<file path="src/rtl/sspr_pkg.sv">
`timescale 1ns / 1ps
`default_nettype none

package sspr_pkg;

    // input item kinds carried in tuser
    localparam logic [1:0] CMD_BYTE  = 2'd0;
    localparam logic [1:0] CMD_TICK  = 2'd1;
    localparam logic [1:0] CMD_START = 2'd2;

    // result kinds carried in tuser
    localparam logic [1:0] ST_PAYLOAD = 2'd0;
    localparam logic [1:0] ST_EMPTY   = 2'd1;
    localparam logic [1:0] ST_TIMEOUT = 2'd2;

    localparam logic [7:0]  SYNC_BYTE     = 8'hFF;
    localparam logic [23:0] TICK_MAX      = 24'hFFFFFF;
    localparam logic [23:0] TIMEOUT_RESET = 24'd200000;

    // frame hunt phase
    typedef enum logic [2:0] {
        PH_IDLE,
        PH_SYNC1,
        PH_SYNC2,
        PH_ID,
        PH_LEN,
        PH_BODY
    } phase_t;

    // controller state
    typedef enum logic [1:0] {
        CS_READY,
        CS_EMIT,
        CS_DRAIN_RD,
        CS_DRAIN_OUT
    } ctrl_state_t;

    // controller to datapath
    typedef struct packed {
        logic step;
        logic mem_rd;
        logic load_single;
        logic load_byte;
    } sspr_cmd_t;

    // datapath to controller
    typedef struct packed {
        logic single;
        logic drain;
        logic out_free;
        logic rd_last;
    } sspr_sts_t;

endpackage

`default_nettype wire

</file>
<file path="src/rtl/servo_status_packet_receiver.sv">
`timescale 1ns / 1ps
`default_nettype none

// Servo-bus status reply receiver. A start request (tuser 2, expected ID in
// tdata[15:8]) arms the block and clears the tick count; byte requests (tuser 0,
// byte in tdata[7:0]) are hunted for two 0xFF sync bytes, ID, length and body,
// and tick requests (tuser 1) count towards timeout_ticks, written through
// cfg_wr_en/cfg_wr_data; the user must write it only while the block is idle,
// as the block does not enforce this. A good frame returns its body bytes
// without the checksum, error byte first, as a run marked by tlast, or one
// empty-reply result; a timeout returns one timeout result. A single result
// holds off new requests until it enters the output register; a good frame
// holds them off while each payload byte is read through the body store's
// registered read port and loaded out, plus any output stall. The body store
// needs no clearing pass after reset.
module servo_status_packet_receiver #(
    parameter int MAX_FRAME_LENGTH = 64
) (
    input  wire logic        clk,
    input  wire logic        rst_n,
    // configuration: timeout_ticks
    input  wire logic        cfg_wr_en,
    input  wire logic [23:0] cfg_wr_data,
    // request stream
    input  wire logic        s_tvalid,
    output logic             s_tready,
    input  wire logic [15:0] s_tdata,   // [7:0] rx_byte, [15:8] reply_id
    input  wire logic [1:0]  s_tuser,   // [1:0] command
    // result stream
    output logic             m_tvalid,
    input  wire logic        m_tready,
    output logic [7:0]       m_tdata,   // [7:0] data_byte
    output logic [1:0]       m_tuser,   // [1:0] status
    output logic             m_tlast
);
    import sspr_pkg::*;

    sspr_cmd_t cmd;
    sspr_sts_t sts;

    // controller
    sspr_ctrl u_ctrl (
        .clk      (clk),
        .rst_n    (rst_n),
        .s_tvalid (s_tvalid),
        .s_tready (s_tready),
        .sts      (sts),
        .cmd      (cmd)
    );

    // datapath
    sspr_dp #(
        .MAX_FRAME_LENGTH (MAX_FRAME_LENGTH)
    ) u_dp (
        .clk         (clk),
        .rst_n       (rst_n),
        .cfg_wr_en   (cfg_wr_en),
        .cfg_wr_data (cfg_wr_data),
        .s_tuser     (s_tuser),
        .s_tdata     (s_tdata),
        .cmd         (cmd),
        .sts         (sts),
        .m_tvalid    (m_tvalid),
        .m_tready    (m_tready),
        .m_tdata     (m_tdata),
        .m_tuser     (m_tuser),
        .m_tlast     (m_tlast)
    );

endmodule

`default_nettype wire

</file>
<file path="src/rtl/sspr_ctrl.sv">
`timescale 1ns / 1ps
`default_nettype none

module sspr_ctrl (
    input  wire logic                clk,
    input  wire logic                rst_n,
    input  wire logic                s_tvalid,
    output logic                     s_tready,
    input  wire sspr_pkg::sspr_sts_t sts,
    output sspr_pkg::sspr_cmd_t      cmd
);
    import sspr_pkg::*;

    ctrl_state_t state_reg;
    ctrl_state_t state_next;
    logic        accept;

    assign s_tready = (state_reg == CS_READY);
    assign accept   = s_tvalid && s_tready;

    // state register
    always_ff @(posedge clk or negedge rst_n)
    begin
        if (!rst_n)
        begin
            state_reg <= CS_READY;
        end
        else
        begin
            state_reg <= state_next;
        end
    end

    // next state and commands
    always_comb
    begin
        state_next      = state_reg;
        cmd.step        = 1'b0;
        cmd.mem_rd      = 1'b0;
        cmd.load_single = 1'b0;
        cmd.load_byte   = 1'b0;
        case (state_reg)
            CS_READY:
            begin
                if (accept)
                begin
                    cmd.step = 1'b1;
                    if (sts.single)
                    begin
                        state_next = CS_EMIT;
                    end
                    else if (sts.drain)
                    begin
                        state_next = CS_DRAIN_RD;
                    end
                end
            end
            CS_EMIT:
            begin
                if (sts.out_free)
                begin
                    cmd.load_single = 1'b1;
                    state_next      = CS_READY;
                end
            end
            CS_DRAIN_RD:
            begin
                cmd.mem_rd = 1'b1;
                state_next = CS_DRAIN_OUT;
            end
            CS_DRAIN_OUT:
            begin
                if (sts.out_free)
                begin
                    cmd.load_byte = 1'b1;
                    state_next    = sts.rd_last ? CS_READY : CS_DRAIN_RD;
                end
            end
            default:
            begin
                state_next = CS_READY;
            end
        endcase
    end

    // checks
    a_single_to_emit: assert property (@(posedge clk) disable iff (!rst_n)
        (accept && sts.single) |=> (state_reg == CS_EMIT))
        else $error("single result did not enter emit");

    a_drain_to_read: assert property (@(posedge clk) disable iff (!rst_n)
        (accept && !sts.single && sts.drain) |=> (state_reg == CS_DRAIN_RD))
        else $error("good frame did not start drain");

    a_emit_done: assert property (@(posedge clk) disable iff (!rst_n)
        (state_reg == CS_EMIT && sts.out_free) |=> (state_reg == CS_READY))
        else $error("emit did not return to ready");

    a_drain_done: assert property (@(posedge clk) disable iff (!rst_n)
        (state_reg == CS_DRAIN_OUT && sts.out_free && sts.rd_last)
        |=> (state_reg == CS_READY))
        else $error("drain did not end on last byte");

endmodule

`default_nettype wire

</file>
<file path="src/rtl/sspr_dp.sv">
`timescale 1ns / 1ps
`default_nettype none

module sspr_dp #(
    parameter int MAX_FRAME_LENGTH = 64
) (
    input  wire logic                clk,
    input  wire logic                rst_n,
    input  wire logic                cfg_wr_en,
    input  wire logic [23:0]         cfg_wr_data,
    input  wire logic [1:0]          s_tuser,
    input  wire logic [15:0]         s_tdata,
    input  wire sspr_pkg::sspr_cmd_t cmd,
    output sspr_pkg::sspr_sts_t      sts,
    output logic                     m_tvalid,
    input  wire logic                m_tready,
    output logic [7:0]               m_tdata,
    output logic [1:0]               m_tuser,
    output logic                     m_tlast
);
    import sspr_pkg::*;

    localparam int AW = (MAX_FRAME_LENGTH > 2) ? $clog2(MAX_FRAME_LENGTH) : 1;
    localparam int LW = $clog2(MAX_FRAME_LENGTH + 1);
    localparam logic [7:0] MAX_LEN8 = 8'(MAX_FRAME_LENGTH);

    logic [7:0] rx_byte;
    logic [7:0] reply_id;

    logic [23:0]   timeout_reg;
    phase_t        phase_reg, phase_next;
    logic [7:0]    wanted_id_reg, wanted_id_next;
    logic [7:0]    frame_id_reg, frame_id_next;
    logic [LW-1:0] frame_length_reg, frame_length_next;
    logic [AW-1:0] byte_count_reg, byte_count_next;
    logic [7:0]    running_sum_reg, running_sum_next;
    logic [23:0]   tick_count_reg, tick_count_next;
    logic [23:0]   tick_inc;

    logic          evt_single;
    logic [1:0]    evt_status;
    logic          evt_drain;
    logic          mem_we;

    logic [1:0]    res_status_reg;
    logic [AW-1:0] rd_idx_reg;
    logic [7:0]    rd_data_reg;
    logic          rd_last;

    logic          out_valid_reg;
    logic [1:0]    out_status_reg;
    logic [7:0]    out_data_reg;
    logic          out_last_reg;

    logic [7:0]    body_mem [MAX_FRAME_LENGTH];

    assign rx_byte  = s_tdata[7:0];
    assign reply_id = s_tdata[15:8];

    // timeout register
    always_ff @(posedge clk or negedge rst_n)
    begin
        if (!rst_n)
        begin
            timeout_reg <= TIMEOUT_RESET;
        end
        else if (cfg_wr_en)
        begin
            timeout_reg <= cfg_wr_data;
        end
    end

    // frame hunt and tick logic for one request
    always_comb
    begin
        phase_next        = phase_reg;
        wanted_id_next    = wanted_id_reg;
        frame_id_next     = frame_id_reg;
        frame_length_next = frame_length_reg;
        byte_count_next   = byte_count_reg;
        running_sum_next  = running_sum_reg;
        tick_count_next   = tick_count_reg;
        tick_inc          = (tick_count_reg == TICK_MAX) ? tick_count_reg
                                                         : tick_count_reg + 24'd1;
        evt_single        = 1'b0;
        evt_status        = ST_TIMEOUT;
        evt_drain         = 1'b0;
        mem_we            = 1'b0;
        case (s_tuser)
            CMD_START:
            begin
                wanted_id_next    = reply_id;
                tick_count_next   = '0;
                byte_count_next   = '0;
                running_sum_next  = '0;
                frame_id_next     = '0;
                frame_length_next = '0;
                phase_next        = PH_SYNC1;
            end
            CMD_BYTE:
            begin
                case (phase_reg)
                    PH_SYNC1:
                    begin
                        if (rx_byte == SYNC_BYTE)
                        begin
                            phase_next = PH_SYNC2;
                        end
                    end
                    PH_SYNC2:
                    begin
                        phase_next = (rx_byte == SYNC_BYTE) ? PH_ID : PH_SYNC1;
                    end
                    PH_ID:
                    begin
                        frame_id_next    = rx_byte;
                        running_sum_next = rx_byte;
                        phase_next       = PH_LEN;
                    end
                    PH_LEN:
                    begin
                        if (rx_byte == 8'd0 || rx_byte > MAX_LEN8)
                        begin
                            phase_next = PH_SYNC1;
                        end
                        else
                        begin
                            frame_length_next = LW'(rx_byte);
                            running_sum_next  = running_sum_reg + rx_byte;
                            byte_count_next   = '0;
                            phase_next        = PH_BODY;
                        end
                    end
                    PH_BODY:
                    begin
                        if ((LW'(byte_count_reg) + LW'(1)) < frame_length_reg)
                        begin
                            mem_we           = 1'b1;
                            running_sum_next = running_sum_reg + rx_byte;
                            byte_count_next  = byte_count_reg + AW'(1);
                        end
                        else if (rx_byte == ~running_sum_reg
                                 && frame_id_reg == wanted_id_reg)
                        begin
                            phase_next = PH_IDLE;
                            if (byte_count_reg == '0)
                            begin
                                evt_single = 1'b1;
                                evt_status = ST_EMPTY;
                            end
                            else
                            begin
                                evt_drain = 1'b1;
                            end
                        end
                        else
                        begin
                            phase_next = PH_SYNC1;
                        end
                    end
                    default:
                    begin
                    end
                endcase
            end
            CMD_TICK:
            begin
                if (phase_reg != PH_IDLE)
                begin
                    tick_count_next = tick_inc;
                    if (tick_inc >= timeout_reg)
                    begin
                        phase_next = PH_IDLE;
                        evt_single = 1'b1;
                    end
                end
            end
            default:
            begin
            end
        endcase
    end

    // protocol state registers
    always_ff @(posedge clk or negedge rst_n)
    begin
        if (!rst_n)
        begin
            phase_reg        <= PH_IDLE;
            wanted_id_reg    <= '0;
            frame_id_reg     <= '0;
            frame_length_reg <= '0;
            byte_count_reg   <= '0;
            running_sum_reg  <= '0;
            tick_count_reg   <= '0;
        end
        else if (cmd.step)
        begin
            phase_reg        <= phase_next;
            wanted_id_reg    <= wanted_id_next;
            frame_id_reg     <= frame_id_next;
            frame_length_reg <= frame_length_next;
            byte_count_reg   <= byte_count_next;
            running_sum_reg  <= running_sum_next;
            tick_count_reg   <= tick_count_next;
        end
    end

    // pending single result and drain index
    always_ff @(posedge clk or negedge rst_n)
    begin
        if (!rst_n)
        begin
            res_status_reg <= ST_TIMEOUT;
            rd_idx_reg     <= '0;
        end
        else
        begin
            if (cmd.step && evt_single)
            begin
                res_status_reg <= evt_status;
            end
            if (cmd.step && evt_drain)
            begin
                rd_idx_reg <= '0;
            end
            else if (cmd.load_byte)
            begin
                rd_idx_reg <= rd_idx_reg + AW'(1);
            end
        end
    end

    assign rd_last = (rd_idx_reg == byte_count_reg - AW'(1));

    // body store, one write and one registered read port
    always_ff @(posedge clk)
    begin
        if (cmd.step && mem_we)
        begin
            body_mem[byte_count_reg] <= rx_byte;
        end
        if (cmd.mem_rd)
        begin
            rd_data_reg <= body_mem[rd_idx_reg];
        end
    end

    // output register
    always_ff @(posedge clk or negedge rst_n)
    begin
        if (!rst_n)
        begin
            out_valid_reg <= 1'b0;
        end
        else if (cmd.load_single || cmd.load_byte)
        begin
            out_valid_reg <= 1'b1;
        end
        else if (m_tready)
        begin
            out_valid_reg <= 1'b0;
        end
    end

    always_ff @(posedge clk)
    begin
        if (cmd.load_single)
        begin
            out_status_reg <= res_status_reg;
            out_data_reg   <= '0;
            out_last_reg   <= 1'b1;
        end
        else if (cmd.load_byte)
        begin
            out_status_reg <= ST_PAYLOAD;
            out_data_reg   <= rd_data_reg;
            out_last_reg   <= rd_last;
        end
    end

    assign m_tvalid = out_valid_reg;
    assign m_tdata  = out_data_reg;
    assign m_tuser  = out_status_reg;
    assign m_tlast  = out_last_reg;

    // status to controller
    assign sts.single   = evt_single;
    assign sts.drain    = evt_drain;
    assign sts.out_free = !out_valid_reg || m_tready;
    assign sts.rd_last  = rd_last;

endmodule

`default_nettype wire
</file>
<file path="config.mk">
export PLATFORM = sky130hd
export DESIGN_NAME = servo_status_packet_receiver
export DESIGN_NICKNAME = d
export VERILOG_FILES = /design/src/rtl/sspr_pkg.sv /design/src/rtl/servo_status_packet_receiver.sv /design/src/rtl/sspr_ctrl.sv /design/src/rtl/sspr_dp.sv
export SDC_FILE = /design/constraint.sdc
export NUM_CORES = 1
export LEC_CHECK = 0
export BUFFER_PORTS_ARGS = -buffer_cell sky130_fd_sc_hd__buf_2
export CELL_PAD_IN_SITES_DETAIL_PLACEMENT = 2
export CELL_PAD_IN_SITES_GLOBAL_PLACEMENT = 2
export CORE_MARGIN = 10
export CORE_UTILIZATION = 42
export CTS_CLUSTER_DIAMETER = 30
export DETAILED_ROUTE_END_ITERATION = 8
export GPL_TIMING_DRIVEN = 0
export HOLD_SLACK_MARGIN = 0.15
export PLACE_DENSITY_LB_ADDON = 0.1
export SLEW_MARGIN = 20
export SYNTH_ARGS = -nofsm -noshare
export SYNTH_HDL_FRONTEND = slang
export SYNTH_SLANG_ARGS = --single-unit
</file>
<file path="constraint.sdc">
create_clock -name clk -period 4.75 [get_ports clk]
set_input_delay 0.7125 -clock clk [delete_from_list [all_inputs] [get_ports clk]]
set_output_delay 0.7125 -clock clk [all_outputs]
set_load 0.03 [all_outputs]
</file>
==> results of run 1 <==
==> power breakdown <==
group	leakage (nW)	internal [W]	total [W]	switching [W]
Clock	2.32	0.00638	0.00977	0.00339
Combinational	3.17	0.000226	0.000634	0.000408
Sequential	6.05	0.00610	0.00616	0.0000617
==> cells in the mapped netlist (4+ instances only) <==
cell type  number  area [µm²]
nand3_1        37         185
clkbuf_1       37         139
a31oi_1        12        75.1
mux4_2        160        3600
buf_4           5        37.5
buf_6           5        56.3
mux2_2         21         236
a211oi_1        6        45.0
or3_1           4        25.0
a22oi_1        17         128
and3_1         12        75.1
nand2b_1       12        75.1
inv_1          47         176
o31ai_1         6        45.0
nor2_1        114         428
ha_1           41         513
edfxtp_1      522       15700
nand4_1        15        93.8
a21o_1          7        52.6
and2_1         15        93.8
buf_1          13        48.8
o21a_1          4        30.0
xnor2_1        26         228
buf_2          15        75.1
nor4_1          5        31.3
nand2_1       138         518
dfstp_2         7         184
o21ai_0        69         345
nor3_1         10        50.1
a21oi_1        32         160
xor2_1         26         228
dfxtp_1         9         180
nor2b_1         5        31.3
dfrtp_1        92        2300
==> through the flow <==
step                area [µm²]  setup slack, ps  TNS (ps)  hold slack [ps]
floorplan                26600             1210         0              417
global placement         27900             -379      -980              430
detailed placement       28000             -284    -22750              442
CTS                      33000             -274    -42560              165
global route             33400            -30.7      -805              203
finish                   33400              175         0              210
==> timing repair <==
action                     CTS  global route
pin swaps                    0             8
gates resized for setup     43            80
setup endpoints to repair  449           515
cloned                       0             0
hold buffers                 1             0
setup buffers                0             8
hold endpoints to repair    28             0
==> final timing paths <==
kind | cells past startpoint | end | slack, ps
worst max-delay path | 9 | u_dp.body_mem[21][5] | 170
worst min register to register | 2 | u_dp.m_tdata[4] | 450
worst min-delay path | 3 | u_dp.timeout_reg[14] | 210
min in group asynchronous | 2 | u_dp.timeout_reg[3] | 470
worst max register to register | 9 | u_dp.body_mem[21][5] | 170
max in group asynchronous | 3 | u_dp.res_status_reg[1] | 3540
==> cell type report <==
cell class              instances  area, µm²
diodes                          1       2.50
well taps                     846       1060
clock buffers                 186       3930
flip-flops and latches        630      18300
repair buffers                 68        489
multi-input cells             838       8170
plain buffers                  73        352
fillers                      5621      29400
clock inverters                84        897
inverters                      47        176
==> logic make-up after synthesis <==
logic type                 count (synthesis)  synth area share
DFF                                      630             0.690
and+or+nand+nor                          383            0.0659
muxes                                    181             0.144
AOI/OAI and AO/OA                        180            0.0425
buffers and inverters                    122            0.0200
xor gates and xnor gates                  52            0.0171
adders and majority gates                 42            0.0200
==> worst register-to-register path, stage by stage (launching register included) <==
cell	delay, ps
dfrtp_1	650
nand3_1	300
nor3_1	370
xnor2_1	260
ha_1	300
and3_1	160
a21o_2	240
a2111oi_4	590
nand3_2	650
nor2_2	680
==> metal layers <==
layer  up-vias  share of wire  global-route usage
met5         -              0                   0
met4         0          0.026              0.0789
met3       147          0.055              0.0468
met2       549           0.50               0.380
met1      8570           0.42               0.295
li1       6721              -                   -
==> impl_results.md, run 1 <==
- Status: complete, no violations
- Number of cell rows: 92
- Count of maximum capacitance violations: 0
- Number of different library cells in the post-synthesis netlist: 71
- Aggregate routed wire length: 83.4 mm
- Die Ht: 272 µm
- Gate Count Post-Synth: 1590
- Clk Tree Root Cell: clkbuf_16
- Final critical-path share of the clock period: 0.963
- Iteration-0 DRC Markers: 1332
- Final min period: 4580 ps
- Biggest fanout along the worst timing path: 12
- Final design utilization: 0.532
- Total DRC errors in the routed layout: 0
- Vias in the first global route: 18.1k
- Final Wtd Congestion: 0.786
- Vias: 16.0k
- Final nets: 1892
- Final-report setup violation count: 0
- Data required time of the critical path: 5100 ps
- Startpoint of the tightest hold check path: cfg_wr_data[14]
- Port Buffers: 58
- Residual antenna-violating net count after detailed routing: 0
- Die footprint: 73800 µm²
- Share of post-route cells with drive strength above 1: 0.312
- Core box area: 62900 µm²
- Latest clock arrival within the worst-skew pair: 740 ps
- Count of state elements after synthesis: 630
- Number of detailed-routing iterations run before antenna repair: 5
- Die boundary width: 272 µm
- Per-cell routed wire length: 30.1 µm
- Worst clock skew: 37.7 ps
- Startpoint of the lowest-slack register-to-register path: u_dp.byte_count_reg[2]
- WP data arrival: 4930 ps
- Area delta synth->final: 25.7%
- Clock transition at path regs: 50 ps
- Number of nets produced by synthesis: 1679
- Top-Level Pins: 60
- Beginning of the critical path: u_dp.byte_count_reg[2]
- Type of the setup path with the least slack: flip-flop to flip-flop
- CTS tree: built
- Pwr/cell area: 496 nW/µm²
- Final-report hold violation count: 0
- Count of pins over their slew limit: 0
- Slowest-stage cell, CP: nor2_2
- Final non-filler cell total: 2773
- Hold Path Class: primary input to flip-flop
- Post-synth EDFFs: 522
- Worst relative slew slack: 0.235
- Critical path's largest stage delay: 670 ps
- Count of yosys warnings during synthesis: 0
- Slew at the pin with the worst max-slew slack: 1150 ps
- Portion of the post-synthesis area used by sequential elements: 0.690
- Netlist area before placement: 26600 µm²
- Cells along the critical path: nand3_1 -> nor3_1 -> xnor2_1 -> ha_1 -> and3_1 -> a21o_2 -> a2111oi_4 -> nand3_2 -> nor2_2
- Worst IR Drop VDD: 0.387 mV
- Count of clock tree sinks: 630
- Main flop type after synthesis: edfxtp_1
- Number of buffers and inverters on the critical path: 0
- Maximum number of pins on one net before global-route repair: 72
- Synthesized area per cell: 16.7 µm²
- Max Root-Sink Buffers: 3
- Max reg flops: 512
- Number of buffers created by CTS: 145
- Critical Path Start Type: flip-flop
- Most frequent cells in the layout: edfxtp_1 (522), mux4_2 (160), clkbuf_16 (145)
- Grt total ovfl: 0
- Category of cells accounting for the largest share of critical-path delay: simple AND/OR/NAND/NOR gates
- GRT Util Overall: 0.229
- Inst Count DP: 2495
- Power, Total: 0.0166 W
- Crit path capture type: flip-flop
- Lkg Pwr: 11.5 nW
- Via density per instance: 5.77
- Max Clock Freq: 219 MHz
- Number of antenna violations at the first check in global routing: 3
- Async set or reset register ratio after synthesis: 0.157
- Starting density of the core: 0.423
- Post-DP HPWL: 50.1 mm
- Most common cell after layout, fill and taps aside: edfxtp_1
- Number of levels in the clock H-tree: 4
- Global-route wire length before repair: 125 mm
Power figures use the tool's default switching activity.
==> run 2: changes to the inputs <==
Settings changed: CORE_ASPECT_RATIO set to 1.5.
==> run 2 against run 1 <==
The flow now finishes with violations (setup timing). Worst setup slack lost 210 ps. Largest cell class unchanged. Global-route usage down 0.19 points. Sequential share of layout area rose by 1.5 points. Clock skew rose by 1.4 ps.
==> impl_results.md, run 2 (same netlist as run 1, synthesis figures left out) <==
- Status: finished, violations left (was complete, no violations)
- Violated checks: setup timing
- Total DRC errors in the routed layout: 0 (unchanged)
- Die footprint: 74000 µm² (was 73800 µm²)
- Slew at the pin with the worst max-slew slack: 1130 ps (was 1150 ps)
- Biggest fanout along the worst timing path: 10 (was 12)
- Worst-case setup slack after placement: -257 ps (was -284 ps)
- Die boundary width: 225 µm (was 272 µm)
- Number of antenna violations at the first check in global routing: 0 (was 3)
- Pwr/cell area: 489 nW/µm² (was 496 nW/µm²)
- Top-Level Pins: 60 (unchanged)
- Vias in the first global route: 17.5k (was 18.1k)
- Core box area: 62500 µm² (was 62900 µm²)
- Lkg Pwr: 11.2 nW (was 11.5 nW)
- Unrepaired setup endpoints after global routing: true
- Worst hold stages: 3 (unchanged)
- Most common cell after layout, fill and taps aside: edfxtp_1 (unchanged)
- Final nets: 1861 (was 1892)
- Hold Path Class: primary input to flip-flop (unchanged)
- Global-route wire length before repair: 123 mm (was 125 mm)
- Final critical-path share of the clock period: 1.01 (was 0.963)
- Per-cell routed wire length: 30.6 µm (was 30.1 µm)
- Worst IR Drop VDD: 0.335 mV (was 0.387 mV)
- Area used by sequential logic in the layout: 18300 µm² (unchanged)
- Max Clock Freq: 209 MHz (was 219 MHz)
- Post-DP HPWL: 52.7 mm (was 50.1 mm)
- Maximum number of pins on one net before global-route repair: 72 (unchanged)
- Type of the setup path with the least slack: flip-flop to flip-flop (unchanged)
- Fillcell total: 5572 (was 5621)
- Clock transition at path regs: 60 ps (was 50 ps)
- Worst relative slew slack: 0.249 (was 0.235)
- Final-report setup violation count: 15 (was 0)
- Vias: 15.5k (was 16.0k)
- Final min period: 4780 ps (was 4580 ps)
- Residual antenna-violating net count after detailed routing: 0 (unchanged)
- Power, Total: 0.0159 W (was 0.0166 W)
- Aggregate routed wire length: 82.0 mm (was 83.4 mm)
- Share of post-route cells with drive strength above 1: 0.299 (was 0.312)
- Grt total ovfl: 0 (unchanged)
- Number of levels in the clock H-tree: 3 (was 4)
- Port Buffers: 58 (unchanged)
- Iteration-0 DRC Markers: 1021 (was 1332)
- Count of maximum capacitance violations: 0 (unchanged)
- CTS tree: built (unchanged)
- GRT Util Overall: 0.227 (was 0.229)
- Clk Tree Root Cell: clkbuf_16 (unchanged)
- Starting density of the core: 0.425 (was 0.423)
- Number of detailed-routing iterations run before antenna repair: 5 (unchanged)
- Area occupied by multi-input gates: 7930 µm² (was 8170 µm²)
- Latest clock arrival within the worst-skew pair: 690 ps (was 740 ps)
- Final-report hold violation count: 0 (unchanged)
- Max Root-Sink Buffers: 3 (unchanged)
- R2R cell count: 11 (was 9)
- Diodes inserted: 0 (was 1)
- Number of cell rows: 112 (was 92)
- Final Wtd Congestion: 0.785 (was 0.786)
- WP data arrival: 5090 ps (was 4930 ps)
- Count of clock tree sinks: 630 (unchanged)
- Via density per instance: 5.78 (was 5.77)
- Final TNS setup: -282 ps (was 0 ps)
- Die Ht: 328 µm (was 272 µm)
- Number of buffers created by CTS: 119 (was 145)
- Final design utilization: 0.520 (was 0.532)
- Most frequent cells in the layout: edfxtp_1 (522), mux4_2 (160), nand2_1 (138) (was edfxtp_1 (522), mux4_2 (160), clkbuf_16 (145))
- Area delta synth->final: 22.3% (was 25.7%)
- Worst hold slack across all endpoints: 258 ps (was 210 ps)
- Count of pins over their slew limit: 0 (unchanged)
- Critical Path Start Type: flip-flop (unchanged)
- Max reg flops: 512 (unchanged)
- Final worst slack: -31.0 ps (was 175 ps)
- Worst clock skew: 39.2 ps (was 37.7 ps)
- Crit path capture type: flip-flop (unchanged)
- Data required time of the critical path: 5060 ps (was 5100 ps)
run 2: timing repair:
action,in CTS,in global routing
hold buffers,1,0
resized for setup,18,50
hold endpoints to repair,27,0
buffers inserted,0,1
setup endpoints to repair,184,385
run 2: path summary, 6_finish.rpt:
kind | endpoint | slack [ps] | start
min | u_dp.timeout_reg[3] | 260 | cfg_wr_data[3]
max | u_dp.body_mem[9][1] | -30 | u_dp.byte_count_reg[2]
max in group asynchronous | u_dp.timeout_reg[17] | 3500 | rst_n
max reg2reg | u_dp.body_mem[9][1] | -30 | u_dp.byte_count_reg[2]
min in group asynchronous | u_dp.timeout_reg[4] | 520 | rst_n
min reg2reg | u_dp.m_tdata[5] | 440 | u_dp.m_tdata[5]
run 2: routing by layer:
metal | GRT usage | vias to the layer above | share of wire
li1 | - | 6618 | -
met4 | 0.0842 | 0 | 0.030
met3 | 0.0322 | 136 | 0.038
met5 | 0 | - | 0
met1 | 0.268 | 8272 | 0.39
met2 | 0.410 | 441 | 0.54
run 2: per-stage QoR:
| stage | instance area (µm²) | std cells |
|---|---|---|
| floorplan | 26600 | 1590 |
| global placement | 27900 | 2446 |
| detailed placement | 27900 | 2447 |
| CTS | 32300 | 2675 |
| global route | 32500 | 2676 |
| finish | 32500 | 2676 |
run 2: power by group:
part	internal, W	switching, W
clock network	0.00593	0.00321
logic	0.000225	0.000400
registers	0.00609	0.0000585
total	0.0122	0.00367
run 2: final cells by class:
| class | instances | share of cell area |
|---|---|---|
| Sequential cell | 630 | 0.564 |
| Timing Repair Buffer | 61 | 0.0115 |
| Multi-Input combinational cell | 838 | 0.244 |
| Inverter | 47 | 0.00542 |
| Tap cell | 798 | 0.0307 |
| Clock inverter | 96 | 0.0386 |
| Buffer | 75 | 0.0110 |
| Clock buffer | 131 | 0.0952 |
run 2: critical path, stage by stage, from the launching register on:
cell,delay [ps]
dfrtp_1,360
clkbuf_1,410
nand3_1,250
nor3_1,230
xnor2_1,240
ha_1,310
and3_1,170
a21o_2,240
a2111oi_4,500
and2_1,290
nand2_1,630
nor2_2,800
==> run 3: changes to the inputs <==
Settings changed: CORE_UTILIZATION 42 to 48.
==> run 3 against run 2 <==
The flow now finishes without violations. Global-route usage up 3.8 points. Via count up 1.2%. Hold slack better by 16 ps. Critical path type unchanged. Highest routed layer unchanged.
==> impl_results.md, run 3 (same netlist as run 1, synthesis figures left out) <==
- Residual antenna-violating net count after detailed routing: 0 (unchanged)
- Max reg flops: 512 (unchanged)
- Most common cell after layout, fill and taps aside: edfxtp_1 (unchanged)
- Hold Path Class: primary input to flip-flop (unchanged)
- Share of post-route cells with drive strength above 1: 0.298 (was 0.299)
- Worst hold stages: 3 (unchanged)
- Die boundary width: 212 µm (was 225 µm)
- WP data arrival: 4930 ps (was 5090 ps)
- Crit path capture type: flip-flop (unchanged)
- Max Root-Sink Buffers: 3 (unchanged)
- Type of the setup path with the least slack: flip-flop to flip-flop (unchanged)
- Global-route wire length before repair: 125 mm (was 123 mm)
- Vias in the first global route: 17.6k (was 17.5k)
- Aggregate routed wire length: 84.4 mm (was 82.0 mm)
- Total DRC errors in the routed layout: 0 (unchanged)
- Number of antenna violations at the first check in global routing: 2 (was 0)
- Pwr/cell area: 464 nW/µm² (was 489 nW/µm²)
- Global routing usage on met2: 0.463 (was 0.410)
- Critical R2R Capture: u_dp.body_mem[54][0] (was u_dp.body_mem[9][1])
- Clock transition at path regs: 50 ps (was 60 ps)
- Data required time of the critical path: 5020 ps (was 5060 ps)
- Worst clock skew: 28.6 ps (was 39.2 ps)
- Number of buffers created by CTS: 110 (was 119)
- Maximum number of pins on one net before global-route repair: 72 (unchanged)
- Via density per instance: 6.14 (was 5.78)
- Critical path's largest stage delay: 690 ps (was 800 ps)
- Final non-filler cell total: 2551 (was 2676)
- Worst IR Drop VDD: 0.370 mV (was 0.335 mV)
- Final nets: 1848 (was 1861)
- Lkg Pwr: 11.0 nW (was 11.2 nW)
- Startpoint of the lowest-slack register-to-register path: u_dp.byte_count_reg[3] (was u_dp.byte_count_reg[2])
- Startpoint of the tightest hold check path: cfg_wr_data[5] (was cfg_wr_data[3])
- R2R cell count: 10 (was 11)
- Category of cells accounting for the largest share of critical-path delay: simple AND/OR/NAND/NOR gates (unchanged)
- Setup Fix Bufs, Post-CTS: 0 (unchanged)
- Slowest-stage cell, CP: nor2_2 (unchanged)
- Final design utilization: 0.585 (was 0.520)
- Number of cell rows: 105 (was 112)
- Iteration-0 DRC Markers: 1417 (was 1021)
- Unrepaired setup endpoints after global routing: true (unchanged)
- Post-DP HPWL: 53.3 mm (was 52.7 mm)
- CTS tree: built (unchanged)
- Final min period: 4660 ps (was 4780 ps)
- Setup slack on the worst flop-to-flop path: 90 ps (was -30 ps)
- Worst relative slew slack: 0.285 (was 0.249)
- Biggest fanout along the worst timing path: 12 (was 10)
- Total cell area at the placement stage: 27800 µm² (was 27900 µm²)
- Final Wtd Congestion: 0.787 (was 0.785)
- Area of all placed cells without fillers: 32000 µm² (was 32500 µm²)
- Number of buffers and inverters on the critical path: 1 (unchanged)
- Inst Count DP: 2344 (was 2447)
- Cells along the critical path: inv_1 -> nor3_1 -> xnor2_1 -> ha_1 -> a211oi_1 -> nor2_1 -> a21o_2 -> a2111oi_4 -> nand3_2 -> nor2_2 (was clkbuf_1 -> nand3_1 -> nor3_1 -> xnor2_1 -> ha_1 -> and3_1 -> a21o_2 -> a2111oi_4 -> and2_1 -> nand2_1 -> nor2_2)
- Final critical-path share of the clock period: 0.980 (was 1.01)
- Status: complete, no violations (was finished, violations left)
- Die footprint: 65400 µm² (was 74000 µm²)
- Count of maximum capacitance violations: 0 (unchanged)
- Number of levels in the clock H-tree: 3 (unchanged)
- Final-report setup violation count: 0 (was 15)
- Vias: 15.7k (was 15.5k)
- Count of pins over their slew limit: 0 (unchanged)
- Slew at the pin with the worst max-slew slack: 1070 ps (was 1130 ps)
- Max Clock Freq: 215 MHz (was 209 MHz)
- Clk Tree Root Cell: clkbuf_16 (unchanged)
- Critical Path Start Type: flip-flop (unchanged)
- Starting density of the core: 0.485 (was 0.425)
- Count of clock tree sinks: 630 (unchanged)
- Number of detailed-routing iterations run before antenna repair: 5 (unchanged)
- Diodes inserted: 0 (unchanged)
- Area delta synth->final: 20.5% (was 22.3%)
- Latest clock arrival within the worst-skew pair: 660 ps (was 690 ps)
- Per-cell routed wire length: 33.1 µm (was 30.6 µm)
- Met3 Use GR: 0.0461 (was 0.0322)
- Peak-usage layer in the global routing report: met2 (unchanged)
- Port Buffers: 58 (unchanged)
- Most frequent cells in the layout: edfxtp_1 (522), mux4_2 (160), nand2_1 (135) (was edfxtp_1 (522), mux4_2 (160), nand2_1 (138))
- Grt total ovfl: 0 (unchanged)
- GRT Util Overall: 0.265 (was 0.227)
- Final-report hold violation count: 0 (unchanged)
- Core box area: 54800 µm² (was 62500 µm²)
- Die Ht: 308 µm (was 328 µm)
- Top-Level Pins: 60 (unchanged)
- M1 GR Usage: 0.308 (was 0.268)
- End point of the worst hold path: u_dp.timeout_reg[5] (was u_dp.timeout_reg[3])
[run 3: cell type report]
cell class | count | area, µm²
clock buffer | 125 | 2940
sequential | 630 | 18300
timing repair buffer | 60 | 354
clock inverter | 84 | 865
tap | 695 | 870
multi-input combinational | 838 | 8160
inverter | 47 | 176
fill | 4663 | 22700
buffer | 72 | 347
[run 3: worst max path at each step]
stage | to | slack (ps) | cells past startpoint | start
finish | u_dp.body_mem[54][0] | 90 | 10 | u_dp.byte_count_reg[3]
floorplan | u_dp.phase_reg[2] | 1210 | 15 | u_dp.tick_count_reg[3]
CTS | u_dp.body_mem[16][4] | -90 | 12 | u_dp.byte_count_reg[3]
detailed placement | u_dp.body_mem[3][4] | -360 | 12 | u_dp.byte_count_reg[2]
global route | u_dp.body_mem[4][2] | -70 | 10 | u_dp.byte_count_reg[3]
global placement | u_dp.phase_reg[2] | -50 | 14 | u_dp.tick_count_reg[3]
[run 3: what timing repair did]
action                                 4_1_cts  5_1_grt
setup endpoints to repair                  512      498
hold buffers                                 1        0
resized for setup                          110       11
endpoints found under the hold margin       39        0
[run 3: metal layers]
layer / part of all wire / vias up
met2: 0.53 / 574
met1: 0.37 / 8321
met4: 0.043 / 0
met5: 0 / -
li1: - / 6606
met3: 0.051 / 155
[run 3: worst reg2reg max path, delay by kind of cell, from the launching register on]
family,cells,cell delay (ps)
DFF,1,660
adders and majority gates,1,280
xor gates and xnor gates,1,220
buffers and inverters,1,190
AOI/OAI and AO/OA,3,1120
and+or+nand+nor,4,1820
[run 3: report_power, final]
group          total (W)  leakage, nW  switching (W)  internal, W
Clock            0.00809         1.82        0.00303      0.00505
Combinational   0.000638         3.14       0.000412     0.000227
Sequential       0.00615         6.05      0.0000633      0.00609
Total             0.0149         11.0        0.00351       0.0114
[run 3: stage by stage]
| step | total power (W) | hold slack, ps | TNS, ps | setup WS [ps] |
|---|---|---|---|---|
| 2_1_floorplan | 0.00660 | 417 | 0 | 1210 |
| 3_5_place_dp | 0.00690 | 433 | -62410 | -359 |
| 6_report | 0.0149 | 275 | 0 | 94.1 |
| 3_3_place_gp | 0.00683 | 423 | -58.8 | -51.5 |
| 4_1_cts | 0.0150 | 255 | -11670 | -93.8 |
| 5_1_grt | 0.0153 | 275 | -2560 | -68.2 |
